$ cat src/act_pkg.sv
// shared types and constants for the ansi csi text terminal
// used by act_ctrl, act_dp and ansi_csi_text_terminal_unit; no dependencies
package act_pkg;

  localparam int DEFAULT_ROWS     = 25;
  localparam int DEFAULT_COLUMNS  = 80;
  localparam int DEFAULT_TAB_STOP = 4;
  localparam logic [7:0] ATTR_RESET = 8'h70;

  typedef struct packed {
    logic        action;
    logic [7:0]  byte_in;
    logic [10:0] cell_address;
  } req_word_t;

  typedef struct packed {
    logic [4:0]  row_now;
    logic [6:0]  column_now;
    logic [7:0]  attribute_now;
    logic [15:0] cell_data;
    logic        unsupported;
  } rsp_word_t;

  // follow-up work that an executed item asks for
  typedef enum logic [1:0] {
    OP_DONE,
    OP_FILL,
    OP_SCROLL,
    OP_TAB
  } op_t;

  typedef struct packed {
    logic idle;
    logic load;
    logic exec;
    logic fill;
    logic scr_rd;
    logic scr_wr;
    logic tab_mod;
    logic tab_step;
    logic rsp;
  } cmd_t;

  typedef struct packed {
    op_t  op;
    logic fill_last;
    logic scr_last;
    logic tab_big;
    logic tab_zero;
    logic tab_stop;
    logic tab_scroll;
    logic rsp_free;
  } sts_t;

endpackage

$ cat src/act_ctrl.sv
// sequencer of the terminal: clearing pass, execute, fill, scroll, tab, respond
// depends on act_pkg
module act_ctrl (
  input  logic          clk,
  input  logic          rst,
  input  logic          req_valid,
  input  act_pkg::sts_t sts,
  output act_pkg::cmd_t cmd
);

  typedef enum logic [3:0] {
    S_CLEAR,
    S_IDLE,
    S_EXEC,
    S_FILL,
    S_SCR_RD,
    S_SCR_WR,
    S_TAB_MOD,
    S_TAB_STEP,
    S_RESP
  } state_t;

  state_t state;

  always_ff @(posedge clk) begin
    if (rst) begin
      state <= S_CLEAR;
    end else begin
      case (state)
        S_CLEAR: begin
          if (sts.fill_last) state <= S_IDLE;
        end
        S_IDLE: begin
          if (req_valid) state <= S_EXEC;
        end
        S_EXEC: begin
          case (sts.op)
            act_pkg::OP_FILL:   state <= S_FILL;
            act_pkg::OP_SCROLL: state <= S_SCR_RD;
            act_pkg::OP_TAB:    state <= S_TAB_MOD;
            default:            state <= S_RESP;
          endcase
        end
        S_FILL: begin
          if (sts.fill_last) state <= S_RESP;
        end
        S_SCR_RD: begin
          state <= S_SCR_WR;
        end
        S_SCR_WR: begin
          state <= sts.scr_last ? S_RESP : S_SCR_RD;
        end
        S_TAB_MOD: begin
          if (!sts.tab_big) state <= sts.tab_zero ? S_RESP : S_TAB_STEP;
        end
        S_TAB_STEP: begin
          if (sts.tab_scroll) state <= S_SCR_RD;
          else if (sts.tab_stop) state <= S_RESP;
        end
        S_RESP: begin
          if (sts.rsp_free) state <= S_IDLE;
        end
        default: begin
          state <= S_IDLE;
        end
      endcase
    end
  end

  always_comb begin
    cmd          = '0;
    cmd.idle     = (state == S_IDLE);
    cmd.load     = (state == S_IDLE) && req_valid;
    cmd.exec     = (state == S_EXEC);
    cmd.fill     = (state == S_FILL) || (state == S_CLEAR);
    cmd.scr_rd   = (state == S_SCR_RD);
    cmd.scr_wr   = (state == S_SCR_WR);
    cmd.tab_mod  = (state == S_TAB_MOD);
    cmd.tab_step = (state == S_TAB_STEP);
    cmd.rsp      = (state == S_RESP);
  end

endmodule

$ cat config.mk
export PLATFORM = sky130hd
export DESIGN_NAME = act_ctrl
export DESIGN_NICKNAME = d
export VERILOG_FILES = /design/src/act_pkg.sv /design/src/act_ctrl.sv
export SDC_FILE = /design/constraint.sdc
export NUM_CORES = 1
export LEC_CHECK = 0
export BUFFER_PORTS_ARGS = -buffer_cell sky130_fd_sc_hd__buf_4
export CAP_MARGIN = 5
export CORE_AREA = 5 5 42 44
export DETAILED_ROUTE_END_ITERATION = 10
export DIE_AREA = 0 0 47 49
export HOLD_SLACK_MARGIN = 0.15
export MAX_ROUTING_LAYER = met4
export PLACE_DENSITY = 0.75
export SKIP_CTS_REPAIR_TIMING = 1
export SLEW_MARGIN = 20
export SYNTH_ARGS = -nofsm -noshare
export SYNTH_HDL_FRONTEND = slang
export SYNTH_SLANG_ARGS = --single-unit
export TNS_END_PERCENT = 100
$ cat constraint.sdc
create_clock -name clk -period 1.6 [get_ports clk]
set_input_delay 0.24 -clock clk [delete_from_list [all_inputs] [get_ports clk]]
set_output_delay 0.24 -clock clk [all_outputs]
set_load 0.05 [all_outputs]
==> flow_metrics.tcl <==
set metrics [dict create \
    end_kind "output port" \
    fin_setup_tns_ps 0 \
    grt_overflow 0 \
    wl_per_cell_um 13.7 \
    cp_max_fo 6 \
    top_regs "state x4" \
    synth_seq_cells 4 \
    dp_hpwl_um 1220 \
    fin_crit_sh_pct 98.2 \
    clk_latency_ps 240 \
    finalInstanceArea_um2 842 \
    critPathKind "flip-flop to output port" \
    port_buffers 20 \
    final_cells 114 \
    drtAntennaViolNets 0 \
    vias 617 \
    diodes 0 \
    setup_viol 0 \
    area_growth_syn_to_layout_pct 80.9 \
    start_util_pct 33.2 \
    cap_violations 0 \
    rsz0062_at_grt "yes" \
    period_needed_ps 1570 \
    largest_register_ffs 4 \
    critPathRequiredTime_ps 1360 \
    fp.coreArea_um2 1400 \
    synth-edff-count 0 \
    grt_max_degree 13 \
    die_h_um 49 \
    slew_violations 0 \
    root_buffer "clkbuf_4" \
    cts_buffers 3 \
    antenna_found_initial 0 \
    cts_max_path_buffers 2 \
    placed_cells 109 \
    dieArea_um2 2300 \
    peakVddDrop_uv 541 \
    fill_cells 133 \
    avgSynthCellArea_um2 7.27 \
    synthCells 64 \
    cts.clk_slew.worst_paths_ps 50 \
    hold_viol_final 0 \
    finalHoldWorstSlack_ps 200 \
    ys_async_sr_fraction_pct 0 \
    grt_use_total_pct 14.1 \
    std_cell_rows 14 \
    max_freq_ghz 0.636 \
    final_core_util_pct 60.1 \
    dpl_cell_area_um2 746 \
    nets 111 \
    synth_cell_types 31 \
    synth_sequential_area_ratio_pct 17.2 \
    drive_gt1_share_pct 58.2 \
    pin_count 21 \
    cp-start-kind "flip-flop" \
    tritoncts "done" \
    die_x_um 47 \
    synth_flop_cell "dfxtp_1" \
    cp.arrival_ps 1330 \
    syn-cell-area_um2 465 \
    yosys_warnings 0 \
    tightest_slew_ps 285 \
    power.density_nw_per_um2 668 \
    via_per_inst 5.41 \
    route.detailed.drc 0 \
    largest-register "state" \
    leakage_nw 0.357 \
    synth_nets 76 \
    first_iter_violations 13 \
    relSlewSlack_pct 80.9 \
    hold_class "primary input to flip-flop" \
    wl_um 1560 \
    drt-pass1-iter-count 4 \
    fin_worst_skew_ps 8.06 \
    cts_sinks 4 \
    grt_pass1_wl_um 2350 \
    grt_pass1_vias 550 \
    status "completed" \
    gp_congestion 0.940 \
    cts_max_level 1 \
]
-- routing by layer --
metal	track usage (%)	wire length, um	vias to the layer above	share of wire, %
li1	-	-	306	-
met2	23.3	839	30	54
met4	4.15	3	0	0.19
met3	3.32	127	2	8.1
met5	-	0	-	0
met1	16.4	592	279	38
-- worst paths after layout --
kind         depth (start not counted)                     to                  start  slack [ps]
max                                  4                 cmd[2]  state[3]$_SDFFE_PP0P_          30
min                                  2  state[3]$_SDFFE_PP0P_                    rst         200
max reg2reg                          6  state[1]$_SDFFE_PP0P_  state[3]$_SDFFE_PP0P_          40
min reg2reg                          2  state[1]$_SDFFE_PP0P_  state[3]$_SDFFE_PP0P_         640
-- cells in the mapped netlist, drive strengths merged (3+ instances only) --
cell type | number | share of area, %
nor3 | 4 | 4.3
o22ai | 3 | 4.0
nor2 | 8 | 6.5
dfxtp | 4 | 17
o21ai | 4 | 5.1
a21oi | 4 | 4.3
buf | 3 | 3.8
nand2b | 5 | 6.7
nand2 | 3 | 2.4
-- logic make-up (layout without fill, tap and decap cells) --
family | after synthesis | in the layout | synth area share, %
AND/OR/NAND/NOR | 35 | 35 | 45.4
AO/OA/AOI/OAI | 17 | 17 | 26.3
buffers and inverters | 6 | 40 | 6.18
flip-flops | 4 | 4 | 17.2
multiplexers | 2 | 2 | 4.84
-- layout by cell type, fill, tap and decap left out --
master    netlist  routed
buf_4           1      28
nor2_1          8       8
nand2b_1        5       5
a21oi_1         4       4
buf_6           0       4
nand2_1         3       3
o22ai_1         3       3
o21ai_0         3       3
clkbuf_4        0       3
nand3_2         1       2
nor3_2          0       2
nor3_4          0       2
and3_1          2       2
nor3b_1         2       2
mux2_2          2       2
a211oi_1        2       2
buf_8           0       2
dfxtp_4         0       2
dfxtp_2         0       2
nor2b_4         0       1
inv_2           1       1
nor4bb_4        0       1
and2_4          0       1
and2_1          2       1
nor2b_1         2       1
o21ai_2         1       1
nand4b_1        1       1
a22oi_2         1       1
or3_4           1       1
a32oi_1         1       1
or4_1           1       1
inv_1           1       1
nand3b_1        1       1
o41ai_2         1       1
o21a_1          1       1
clkbuf_1        1       1
-- power by group --
| part | leakage [nW] | total, mW | switching [mW] | internal (mW) |
|---|---|---|---|---|
| Combinational | 0.308 | 0.291 | 0.163 | 0.128 |
| Sequential | 0.0349 | 0.127 | 0.0182 | 0.109 |
| Clock | 0.0150 | 0.144 | 0.0502 | 0.0942 |
| Total | 0.357 | 0.563 | 0.231 | 0.331 |
-- worst max-delay path, cell delays in order (launching register included) --
cell	delay, ps
dfxtp_4	360
buf_6	120
nor4bb_4	300
buf_4	170
buf_8	140
-- stage by stage --
stage	power [mW]	setup WS, ps
final	0.563	28.4
after global placement	0.395	24.5
after floorplan	0.306	-266
after detailed placement	0.398	-17.2
after global routing	0.594	-33.5
after CTS	0.546	-98.3
-- area by class of cell --
cell class / instances / area (um2) / share of cell area [%]
inverters: 2 / 7.51 / 0.892
well taps: 16 / 20.0 / 2.38
clock buffers: 4 / 26.3 / 3.12
repair buffers: 34 / 285 / 33.9
multi-input cells: 54 / 413 / 49.0
flip-flops and latches: 4 / 90.1 / 10.7
No activity file was read; power rests on OpenSTA's default activity.
